## config.mk

```make
export PLATFORM = sky130hd
export DESIGN_NAME = mmm_cell
export DESIGN_NICKNAME = d
export VERILOG_FILES = /design/src/design/mmm_pkg.sv /design/src/design/mmm_cell.sv
export SDC_FILE = /design/constraint.sdc
export NUM_CORES = 2
export LEC_CHECK = 0
export BUFFER_PORTS_ARGS = -buffer_cell sky130_fd_sc_hd__buf_2
export CORE_MARGIN = 1.5
export CORE_UTILIZATION = 55
export DETAILED_ROUTE_END_ITERATION = 7
export PLACE_DENSITY = 0.72
export SLEW_MARGIN = 20
export SYNTH_ARGS = -nofsm -noshare
export SYNTH_HDL_FRONTEND = slang
export SYNTH_SLANG_ARGS = --single-unit
```

## constraint.sdc

```tcl
create_clock -name clk -period 8.8 [get_ports clk]
set_input_delay 0 -clock clk [delete_from_list [all_inputs] [get_ports clk]]
set_output_delay 0 -clock clk [all_outputs]
set_load 0.02 [all_outputs]
```

## src/design/mmm_pkg.sv

```systemverilog
// shared types and constants for the matrix multiply core
package mmm_pkg;

  localparam int MAX_DIM_DEF   = 8;
  localparam int FRAC_BITS_DEF = 16;

  localparam logic [1:0] ACT_WRITE_A = 2'd0;
  localparam logic [1:0] ACT_WRITE_B = 2'd1;
  localparam logic [1:0] ACT_COMPUTE = 2'd2;
  localparam logic [1:0] ACT_NONE    = 2'd3;

  localparam logic [1:0] CFG_ROWS_A    = 2'd0;
  localparam logic [1:0] CFG_INNER_DIM = 2'd1;
  localparam logic [1:0] CFG_COLS_B    = 2'd2;

  localparam logic [3:0] DIM_RESET = 4'd8;

  typedef enum logic [2:0] {
    S_IDLE,
    S_CLR,
    S_FEED,
    S_DRAIN,
    S_SHIFT
  } seq_state_t;

  typedef struct packed {
    logic clr;
    logic shift;
    logic emit;
    logic last;
  } seq_ctrl_t;

endpackage

```

## src/design/mmm_cell.sv

```systemverilog
// one column cell: holds a column of b, multiplies passing a words, accumulates
module mmm_cell #(
  parameter int MAX_DIM = mmm_pkg::MAX_DIM_DEF,
  parameter int IW      = $clog2(MAX_DIM),
  parameter int ACCW    = 64 + $clog2(MAX_DIM)
) (
  input  logic                   clk,
  input  logic                   rst_n,
  input  logic                   b_we,
  input  logic [IW-1:0]          b_row,
  input  logic [31:0]            b_val,
  input  logic                   in_valid,
  input  logic [31:0]            in_a,
  input  logic [IW-1:0]          in_h,
  output logic                   out_valid,
  output logic [31:0]            out_a,
  output logic [IW-1:0]          out_h,
  input  mmm_pkg::seq_ctrl_t     ctrl,
  input  logic signed [ACCW-1:0] acc_in,
  output logic signed [ACCW-1:0] acc_out
);

  logic [31:0]            b_mem [MAX_DIM];
  logic [31:0]            b_rd_r;
  logic                   s1_valid_r;
  logic [31:0]            s1_a_r;
  logic [IW-1:0]          s1_h_r;
  logic                   p_valid_r;
  logic signed [63:0]     prod_r;
  logic signed [ACCW-1:0] acc_r;

  always_ff @(posedge clk) begin
    if (b_we) begin
      b_mem[b_row] <= b_val;
    end
    b_rd_r <= b_mem[in_h];
  end

  always_ff @(posedge clk) begin
    if (!rst_n) begin
      s1_valid_r <= 1'b0;
      p_valid_r  <= 1'b0;
    end else begin
      s1_valid_r <= in_valid;
      p_valid_r  <= s1_valid_r;
    end
  end

  always_ff @(posedge clk) begin
    s1_a_r <= in_a;
    s1_h_r <= in_h;
    prod_r <= $signed(s1_a_r) * $signed(b_rd_r);
  end

  // shift moves finished sums toward cell zero
  always_ff @(posedge clk) begin
    if (ctrl.clr) begin
      acc_r <= '0;
    end else if (ctrl.shift) begin
      acc_r <= acc_in;
    end else if (p_valid_r) begin
      acc_r <= acc_r + ACCW'(prod_r);
    end
  end

  assign out_valid = s1_valid_r;
  assign out_a     = s1_a_r;
  assign out_h     = s1_h_r;
  assign acc_out   = acc_r;

endmodule

```

==> run metrics <==
final hold violations 0; Slew headroom 0.299; post-DR wirelength/cell 19.8 um; crit end category flip-flop; Most used DFF post-synth edfxtp_1; Reg2Reg Launch Point out_a[12]; Die Area 102000 um2; DR DRC count 0; worst-path fanout max 18; worst-case reg-to-reg path depth 24; Seq/Total Area, Yosys 0.212; Synth warnings 0; placed cells 6674; CTS root buf clkbuf_16; CTS tree yes; die width 319 um; core area 98900 um2; Synth area leaders fa_1 39%, edfxtp_1 14%, dfxtp_1 7.3%; Detailed Routing Iterations Pass 1 7; pin count of the biggest net entering global routing 101; min cycle time layout 8.40 ns; register bit total from synthesis 456; layout cells sized above 1 0.105; EDFF count, synth 256; hold-critical path endpoint acc_out[48]; syn nets 6776; hold crit path type primary input to flip-flop; met3 Usage GRT 0.0528; Netlist cell types 73; Max Slew Vio Count 0; # clock sinks 456; Clock Skew 0.0383 ns; first-pass GRT wire length 223000 um; post-route ant nets 0; Total GRT Usage 0.279; beginning of the worst hold path ctrl[3]; GRT met1 Usage 0.408; setup TNS 0 ns; met2 GRT Util 0.434; count leader, synth fa_1; Initial Util 0.557; most used routing layer met2; Max Cap Violations 0; area leader, netlist fa_1; worst reg2reg path endpoint prod_r[60]; final cell count without fillers 6986; status completed; Num CTS Buffers 52; Worst-Margin Slew 1.05 ns; number of global-route vias before repair 40700; Synth top area share 0.394; Layout fillers 7862; Worst Path Class, Setup flip-flop to flip-flop; CP Launch Type flip-flop; wirelength, routed 138000 um; port bufs 245; gr ovfl total 0; clk_lat worst skew 0.67 ns; syn avg cell area 10.4 um2; Synth async-reset ratio 0; htree depth 2; # IOs 248; worst path required time 9.31 ns; Clock transition at path regs 0.06 ns; Mapped Area 55100 um2; Worst Slack Setup Final 0.395 ns; R2R Setup Slk 0.40 ns; Core Util, Final 0.627; pre-CTS WS 0.290 ns; nets 7135; Vias 38400; setup violators final 0; WHS Path Cells 3; crit path DAT 8.92 ns; DR iter-0 viols 2515; fin crit share 0.955; Row Count 115; most frequent cells after synthesis 1083 x fa_1, 1022 x inv_1, 579 x nand2_1; Mapped Cells 5298; Clock Tree Buf Depth 3; Max Fclk 119 MHz; Layout area overhead 12.5%; Vias per Instance 5.50; RSZ-0062 raised after global routing false; chip height 319 um; routability cong. 0.928; initial antenna violation count 2; HPWL Detailed 107000 um
-- routing by layer --
layer  up-vias  share of wire
met1     19600           0.44
met3       204          0.088
met5         -              0
met2      1516           0.45
li1      17100              -
met4         0          0.021
-- metrics by stage --
stage / hold slack [ns] / instance area, um2
2_1_floorplan: 0.0277 / 55100
3_3_place_gp: 0.102 / 57900
3_5_place_dp: 0.104 / 57900
4_1_cts: 0.00457 / 61900
5_1_grt: 0.0448 / 61900
6_report: 0.0453 / 61900
-- sequential cells by signal, summed over array words and instances, names as in the netlist --
| name | cells |
|---|---|
| acc_out | 67 |
| b_mem | 256 |
| b_rd_r | 32 |
| out_a | 32 |
| out_h | 3 |
| out_valid | 1 |
| p_valid_r | 1 |
| prod_r | 64 |
-- worst max-delay path by stage --
| stage | from | to | slack [ns] | cells past startpoint |
|---|---|---|---|---|
| 2_1_floorplan | out_a[31] | prod_r[63] | 0.84 | 26 |
| 3_3_place_gp | b_rd_r[2] | prod_r[63] | 0.36 | 24 |
| 3_5_place_dp | b_rd_r[3] | prod_r[63] | 0.29 | 23 |
| 4_1_cts | b_rd_r[3] | prod_r[63] | 0.25 | 23 |
| 5_1_grt | out_a[5] | prod_r[63] | 0.003 | 27 |
| 6_report | out_a[12] | prod_r[60] | 0.40 | 24 |
-- cell usage in the layout (no fill, tap or decap), types with 21 or more instances in the layout --
master         instances
buf_2                243
mux2i_1               26
clkbuf_16             53
a21o_1                70
edfxtp_1             256
nand2_1              579
xor2_1                43
o21bai_1              22
nor2_1               144
o21ai_0               77
and2_1               524
mux2_2                35
dfxtp_2               21
ha_1                 250
nand3_1               29
a21oi_1              193
a221oi_1              23
fa_1                1082
buf_4                117
xnor2_1               86
dlygate4sd3_1        216
mux4_2                64
a31oi_1               24
dfxtp_1              178
inv_1               1022
nand2b_1              22
nand4_1               28
-- cell type report --
cell class	count	area, um2	share of cell area
clock inverter	25	335	0.00541
multi-input combinational	3541	38500	0.622
timing repair buffer	583	4400	0.0710
antenna	1	2.50	0.0000404
sequential	456	11700	0.189
clock buffer	70	1490	0.0241
tap	1287	1610	0.0260
inverter	1023	3840	0.0620
-- what timing repair did --
action,4_1_cts,5_1_grt
buffers inserted,0,0
resized for setup,0,22
hold buffers,216,0
hold endpoints to repair,400,0
endpoints found under the setup margin,0,2
-- critical path, stage by stage, from the launching register on --
cell	delay (ns)
dfxtp_1	0.70
buf_4	0.39
and2_1	0.20
fa_1	0.45
fa_1	0.52
inv_1	0.05
fa_1	0.46
fa_1	0.51
inv_1	0.05
fa_1	0.58
fa_1	0.44
fa_1	0.51
fa_1	0.48
ha_1	0.42
a21oi_1	0.16
o21ai_0	0.11
nand2b_1	0.16
a311oi_1	0.35
o41ai_1	0.17
o2bb2ai_1	0.25
o41a_1	0.48
a21o_1	0.20
a21oi_1	0.28
o21ai_0	0.17
xor2_1	0.16
-- kinds of logic after synthesis --
logic type | after synthesis | share of synthesized area
simple gates | 1439 | 0.130
mux | 125 | 0.0381
xor+xnor | 129 | 0.0205
compound gates | 515 | 0.0595
fa+ha+maj | 1333 | 0.451
buf+inv | 1301 | 0.0887
flops | 456 | 0.212
Power is left out: the tool's default activity adds up to more than one toggle a clock period on the data nets, which glitch-free logic cannot reach.
