$ cat config.mk
export PLATFORM = sky130hd
export DESIGN_NAME = mmm_seq
export DESIGN_NICKNAME = d
export VERILOG_FILES = /design/src/design/mmm_pkg.sv /design/src/design/mmm_seq.sv
export SDC_FILE = /design/constraint.sdc
export NUM_CORES = 2
export LEC_CHECK = 0
export BUFFER_PORTS_ARGS = -buffer_cell sky130_fd_sc_hd__buf_2
export CORE_MARGIN = 2
export CORE_UTILIZATION = 35
export DETAILED_ROUTE_END_ITERATION = 10
export GPL_TIMING_DRIVEN = 0
export PLACE_DENSITY = 0.49
export SYNTH_ARGS = -nofsm -noshare
export SYNTH_HDL_FRONTEND = slang
export SYNTH_SLANG_ARGS = --single-unit
$ cat constraint.sdc
create_clock -name clk -period 4.1 [get_ports clk]
set_input_delay 0.615 -clock clk [delete_from_list [all_inputs] [get_ports clk]]
set_output_delay 0.615 -clock clk [all_outputs]
set_load 0.02 [all_outputs]
$ cat src/design/mmm_pkg.sv
// shared types and constants for the matrix multiply core
package mmm_pkg;

  localparam int MAX_DIM_DEF   = 8;
  localparam int FRAC_BITS_DEF = 16;

  localparam logic [1:0] ACT_WRITE_A = 2'd0;
  localparam logic [1:0] ACT_WRITE_B = 2'd1;
  localparam logic [1:0] ACT_COMPUTE = 2'd2;
  localparam logic [1:0] ACT_NONE    = 2'd3;

  localparam logic [1:0] CFG_ROWS_A    = 2'd0;
  localparam logic [1:0] CFG_INNER_DIM = 2'd1;
  localparam logic [1:0] CFG_COLS_B    = 2'd2;

  localparam logic [3:0] DIM_RESET = 4'd8;

  typedef enum logic [2:0] {
    S_IDLE,
    S_CLR,
    S_FEED,
    S_DRAIN,
    S_SHIFT
  } seq_state_t;

  typedef struct packed {
    logic clr;
    logic shift;
    logic emit;
    logic last;
  } seq_ctrl_t;

endpackage

$ cat src/design/mmm_seq.sv
// sequencer: holds matrix a, walks rows, feeds the cell chain and times the drain
module mmm_seq #(
  parameter int MAX_DIM = mmm_pkg::MAX_DIM_DEF,
  parameter int IW      = $clog2(MAX_DIM),
  parameter int DIMW    = $clog2(MAX_DIM + 1)
) (
  input  logic               clk,
  input  logic               rst_n,
  input  logic               accept,
  input  logic [1:0]         action,
  input  logic [2:0]         row_index,
  input  logic [2:0]         col_index,
  input  logic [31:0]        element_value,
  input  logic [DIMW-1:0]    dim_m,
  input  logic [DIMW-1:0]    dim_k,
  input  logic [DIMW-1:0]    dim_n,
  output logic               busy,
  output logic               a_valid,
  output logic [31:0]        a_data,
  output logic [IW-1:0]      a_h,
  output mmm_pkg::seq_ctrl_t ctrl,
  output logic [IW-1:0]      cur_row,
  output logic [IW-1:0]      cur_col
);

  localparam int DEPTH     = MAX_DIM * MAX_DIM;
  localparam int AW        = $clog2(DEPTH);
  localparam int DRAIN_LEN = MAX_DIM + 3;
  localparam int CW        = $clog2(DRAIN_LEN);

  logic [31:0]         a_mem [DEPTH];
  mmm_pkg::seq_state_t state_r, state_nxt;
  logic [IW-1:0]       i_r, h_r, j_r;
  logic [CW-1:0]       cnt_r;
  logic                a_valid_r;
  logic [31:0]         a_data_r;
  logic [IW-1:0]       a_h_r;
  logic                wr_a;
  logic [AW-1:0]       wr_addr;
  logic [AW-1:0]       rd_addr;
  logic                h_done, j_done, i_done, cnt_done;

  assign wr_a    = accept && action == mmm_pkg::ACT_WRITE_A
                   && int'(row_index) < MAX_DIM && int'(col_index) < MAX_DIM;
  assign wr_addr = AW'(int'(row_index) * MAX_DIM + int'(col_index));
  assign rd_addr = AW'(int'(i_r) * MAX_DIM + int'(h_r));

  always_ff @(posedge clk) begin
    if (wr_a) begin
      a_mem[wr_addr] <= element_value;
    end
    a_data_r <= a_mem[rd_addr];
    a_h_r    <= h_r;
  end

  assign h_done   = DIMW'(h_r) + DIMW'(1) == dim_k;
  assign j_done   = DIMW'(j_r) + DIMW'(1) == dim_n;
  assign i_done   = DIMW'(i_r) + DIMW'(1) == dim_m;
  assign cnt_done = cnt_r == CW'(DRAIN_LEN - 1);

  always_comb begin
    state_nxt = state_r;
    case (state_r)
      mmm_pkg::S_IDLE: begin
        if (accept && action == mmm_pkg::ACT_COMPUTE && dim_m != '0 && dim_n != '0) begin
          state_nxt = mmm_pkg::S_CLR;
        end
      end
      mmm_pkg::S_CLR: begin
        state_nxt = (dim_k == '0) ? mmm_pkg::S_DRAIN : mmm_pkg::S_FEED;
      end
      mmm_pkg::S_FEED: begin
        if (h_done) state_nxt = mmm_pkg::S_DRAIN;
      end
      mmm_pkg::S_DRAIN: begin
        if (cnt_done) state_nxt = mmm_pkg::S_SHIFT;
      end
      mmm_pkg::S_SHIFT: begin
        if (j_done) state_nxt = i_done ? mmm_pkg::S_IDLE : mmm_pkg::S_CLR;
      end
      default: state_nxt = mmm_pkg::S_IDLE;
    endcase
  end

  always_ff @(posedge clk) begin
    if (!rst_n) begin
      state_r   <= mmm_pkg::S_IDLE;
      a_valid_r <= 1'b0;
      i_r       <= '0;
      h_r       <= '0;
      j_r       <= '0;
      cnt_r     <= '0;
    end else begin
      state_r   <= state_nxt;
      a_valid_r <= state_r == mmm_pkg::S_FEED;
      case (state_r)
        mmm_pkg::S_IDLE: begin
          i_r <= '0;
        end
        mmm_pkg::S_CLR: begin
          h_r   <= '0;
          cnt_r <= '0;
        end
        mmm_pkg::S_FEED: begin
          h_r <= h_r + IW'(1);
        end
        mmm_pkg::S_DRAIN: begin
          cnt_r <= cnt_r + CW'(1);
          j_r   <= '0;
        end
        mmm_pkg::S_SHIFT: begin
          j_r <= j_r + IW'(1);
          if (j_done) i_r <= i_r + IW'(1);
        end
        default: begin
          i_r <= '0;
        end
      endcase
    end
  end

  always_comb begin
    ctrl.clr   = state_r == mmm_pkg::S_CLR;
    ctrl.shift = state_r == mmm_pkg::S_SHIFT;
    ctrl.emit  = state_r == mmm_pkg::S_SHIFT;
    ctrl.last  = state_r == mmm_pkg::S_SHIFT && j_done && i_done;
  end

  assign busy    = state_r != mmm_pkg::S_IDLE;
  assign a_valid = a_valid_r;
  assign a_data  = a_data_r;
  assign a_h     = a_h_r;
  assign cur_row = i_r;
  assign cur_col = j_r;

endmodule

==> reports/metrics.yaml <==
synthesis:
  ys_seq_area_share_pct: 78.4
  yosysWarnings: 0
  yosysTopAreaCell: "edfxtp_1"
  synth_area_per_cell_um2: 22.8
  synth-edff-count: 2048
  yosys_most_used_dff: "edfxtp_1"
  synth.area.top_cells: "edfxtp_1, mux4_2, dfxtp_1"
  ys_async_sr_fraction_pct: 0
  syn-num-nets: 3555
  synthCells: 3495
  syn-cell-area_um2: 79800
  synth_top_area_share_pct: 77.1
  ys_ff_latch: 2100
  ys_types: 56
critical_path:
  arrival_ns: 4.74
  worstReg2RegEnd: "a_data[17]$_DFF_P_"
  critPathLaunchType: "register"
  critPathKind: "register to register"
  required_ns: 4.79
  worstSetupStartpoint: "cur_row[1]$_SDFFE_PN0P_"
  endpoint_kind: "register"
  worstRegToRegCells: 6
  crit_fanout: 10
  r2r_slack_ns: 0.05
  r2r_start: "cur_row[1]$_SDFFE_PN0P_"
  endpoint: "a_data[17]$_DFF_P_"
global_route:
  track_usage_pct: 19.6
  antenna_found_initial: 20
  grt_pass1_vias: 38500
  grt_pass1_wl_mm: 315
  grt_overflow: 0
  grt_max_degree: 65
route:
  drc_errors: 0
  vias: 38100
  avgViaCountPerCell: 5.38
  avgRoutedWirePerCell_um: 32.3
  wl_mm: 229
  postRouteAntennaNets: 0
  firstDrtPassIters: 5
  drt_iter0_markers: 4234
cts:
  cts_root_buf: "clkbuf_16"
  cts_inserted_buffers: 217
  cts_buffer_depth: 3
  clock_latency_ns: 0.86
  cts.sinks: 2100
  clkTransAtPathRegs_ns: 0.06
  htreeDepth: 4
  cts_setup_buffers: 0
  cts_tree: "yes"
layout:
  nNetsFinal: 3944
  finalNonFillerCells: 7088
  layout_commonest_cell: "edfxtp_1"
  syn2layout_area_growth_pct: 16.5
  final_cell_mix: "edfxtp_1, mux4_2, clkbuf_16"
  drive_above_1_share_pct: 30.5
sta:
  layout_min_cycle_time_ns: 4.05
  period_share_pct: 98.8
  slew_headroom_pct: 2.87
  finalClockSkew_ns: 0.0267
  finalSetupViolations: 0
  drv_slew: 0
  whs_ns: 0.148
  max_freq_ghz: 0.247
  rsz0062_at_grt: "false"
  final-hold-violation-count: 0
  tightestPinTransition_ns: 1.46
placement:
  port_buffers: 97
  gp_congestion: 0.819
  place_hpwl_mm: 149
  dp_cells: 6672
flow_run:
  maxCapViolations: 0
power_and_ir_drop:
  power.density_nw_per_um2: 530
  peakVddDrop_mv: 0.401
  leakage_nw: 27.9
floorplan:
  initial_utilization_pct: 35.1
  die_h_um: 482
  dieArea_um2: 232000
  fp-row-count: 175
  core-area_um2: 227000
  fp.dieW_um: 482
  ioPinCount: 102
min_path:
  hold_path.class: "input pin to register"
  hp-start: "element_value[6]"
  min_path_cells: 1
status:
  status: "completed"
-- power by group --
part	switching (mW)	internal [mW]	total [mW]	leakage (nW)
Sequential	0.0806	23.7	23.8	18.8
Combinational	3.71	2.90	6.61	5.83
Clock	8.23	10.6	18.9	3.26
Total	12.0	37.2	49.3	27.9
-- critical path, cell delays in order (launching register included) --
cell and delay, ns:
dfxtp_2 0.67, buf_2 0.70, nor2b_1 0.45, clkbuf_1 0.68
clkbuf_2 0.51, a22oi_1 0.25, a22oi_1 0.57
-- logic make-up after synthesis --
logic type               share of synthesized area, %
flip-flops                                       78.4
multiplexers                                     15.8
AND/OR/NAND/NOR                                  1.80
AO/OA/AOI/OAI                                    2.37
buffers and inverters                            1.45
XOR/XNOR                                        0.129
adder cells (fa/ha/maj)                        0.0784
-- repair_timing --
action	4_1_cts	5_1_grt
setup endpoints to repair	30	10
resized for setup	49	8
endpoints found under the hold margin	0	0
hold buffers	0	0
pin swaps	0	0
-- how the worst min path moves through the flow --
stage	to	slack, ns
finish	a_mem[29][6]$_DFFE_PP_	0.15
global route	a_mem[29][6]$_DFFE_PP_	0.11
detailed placement	a_h[2]$_DFF_P_	0.33
global placement	a_h[2]$_DFF_P_	0.34
floorplan	a_h[2]$_DFF_P_	0.33
CTS	a_mem[29][6]$_DFFE_PP_	0.08
-- through the flow --
step,utilization (%),power [mW],setup slack (ns),cell area [um^2],setup TNS (ns)
final,40.9,49.3,0.0485,92900,0
after global routing,40.9,50.8,0.0198,92900,0
after floorplan,-,28.4,0.856,79800,0
after detailed placement,37.9,30.9,-1.02,86000,-19.52
after global placement,37.0,30.8,-2.22,84100,-3429.55
after CTS,40.9,49.8,-0.00143,92800,-0.00143
-- final cells by class --
type	instances	area [um^2]
Tap cell	3009	3760
Timing Repair Buffer	170	2030
Multi-Input combinational cell	1195	16700
Buffer	194	1170
Clock inverter	105	756
Inverter	6	22.5
Sequential cell	2100	62500
Fill cell	19900	134000
Antenna cell	13	32.5
Clock buffer	296	5940
-- per-layer routing --
metal / GRT usage, % / vias to the layer above / wire length [um]
met2: 31.5 / 1160 / 110000
met4: 5.26 / 0 / 5690
met1: 27.7 / 20900 / 99400
met3: 3.41 / 272 / 14100
met5: 0 / - / 0
li1: - / 15800 / -
-- state kept, by name, indices dropped and copies added, names as in the netlist --
| register | count |
|---|---|
| a_valid | 1 |
| cur_row | 3 |
| state_r | 3 |
| a_data | 32 |
| cur_col | 3 |
| cnt_r | 4 |
| a_mem | 2048 |
| h_r | 3 |
| a_h | 3 |
-- synthesized netlist by cell type, drive strengths merged, types with 3 or more instances --
| master | count |
|---|---|
| or4 | 30 |
| a2111oi | 31 |
| nand3 | 9 |
| nand2 | 29 |
| a22oi | 60 |
| a22o | 5 |
| a31oi | 8 |
| nand2b | 6 |
| xor2 | 5 |
| nor3b | 5 |
| buf | 124 |
| dfxtp | 52 |
| nor3 | 9 |
| edfxtp | 2048 |
| nor2b | 40 |
| and2 | 9 |
| ha | 5 |
| nor2 | 110 |
| or3 | 4 |
| a21boi | 3 |
| inv | 5 |
| mux2i | 59 |
| xnor2 | 4 |
| o21ai | 16 |
| o22ai | 120 |
| a21oi | 17 |
| nand3b | 9 |
| mux2 | 68 |
| clkbuf | 70 |
| nand4 | 5 |
| mux4 | 500 |
Power figures use the tool's default switching activity.
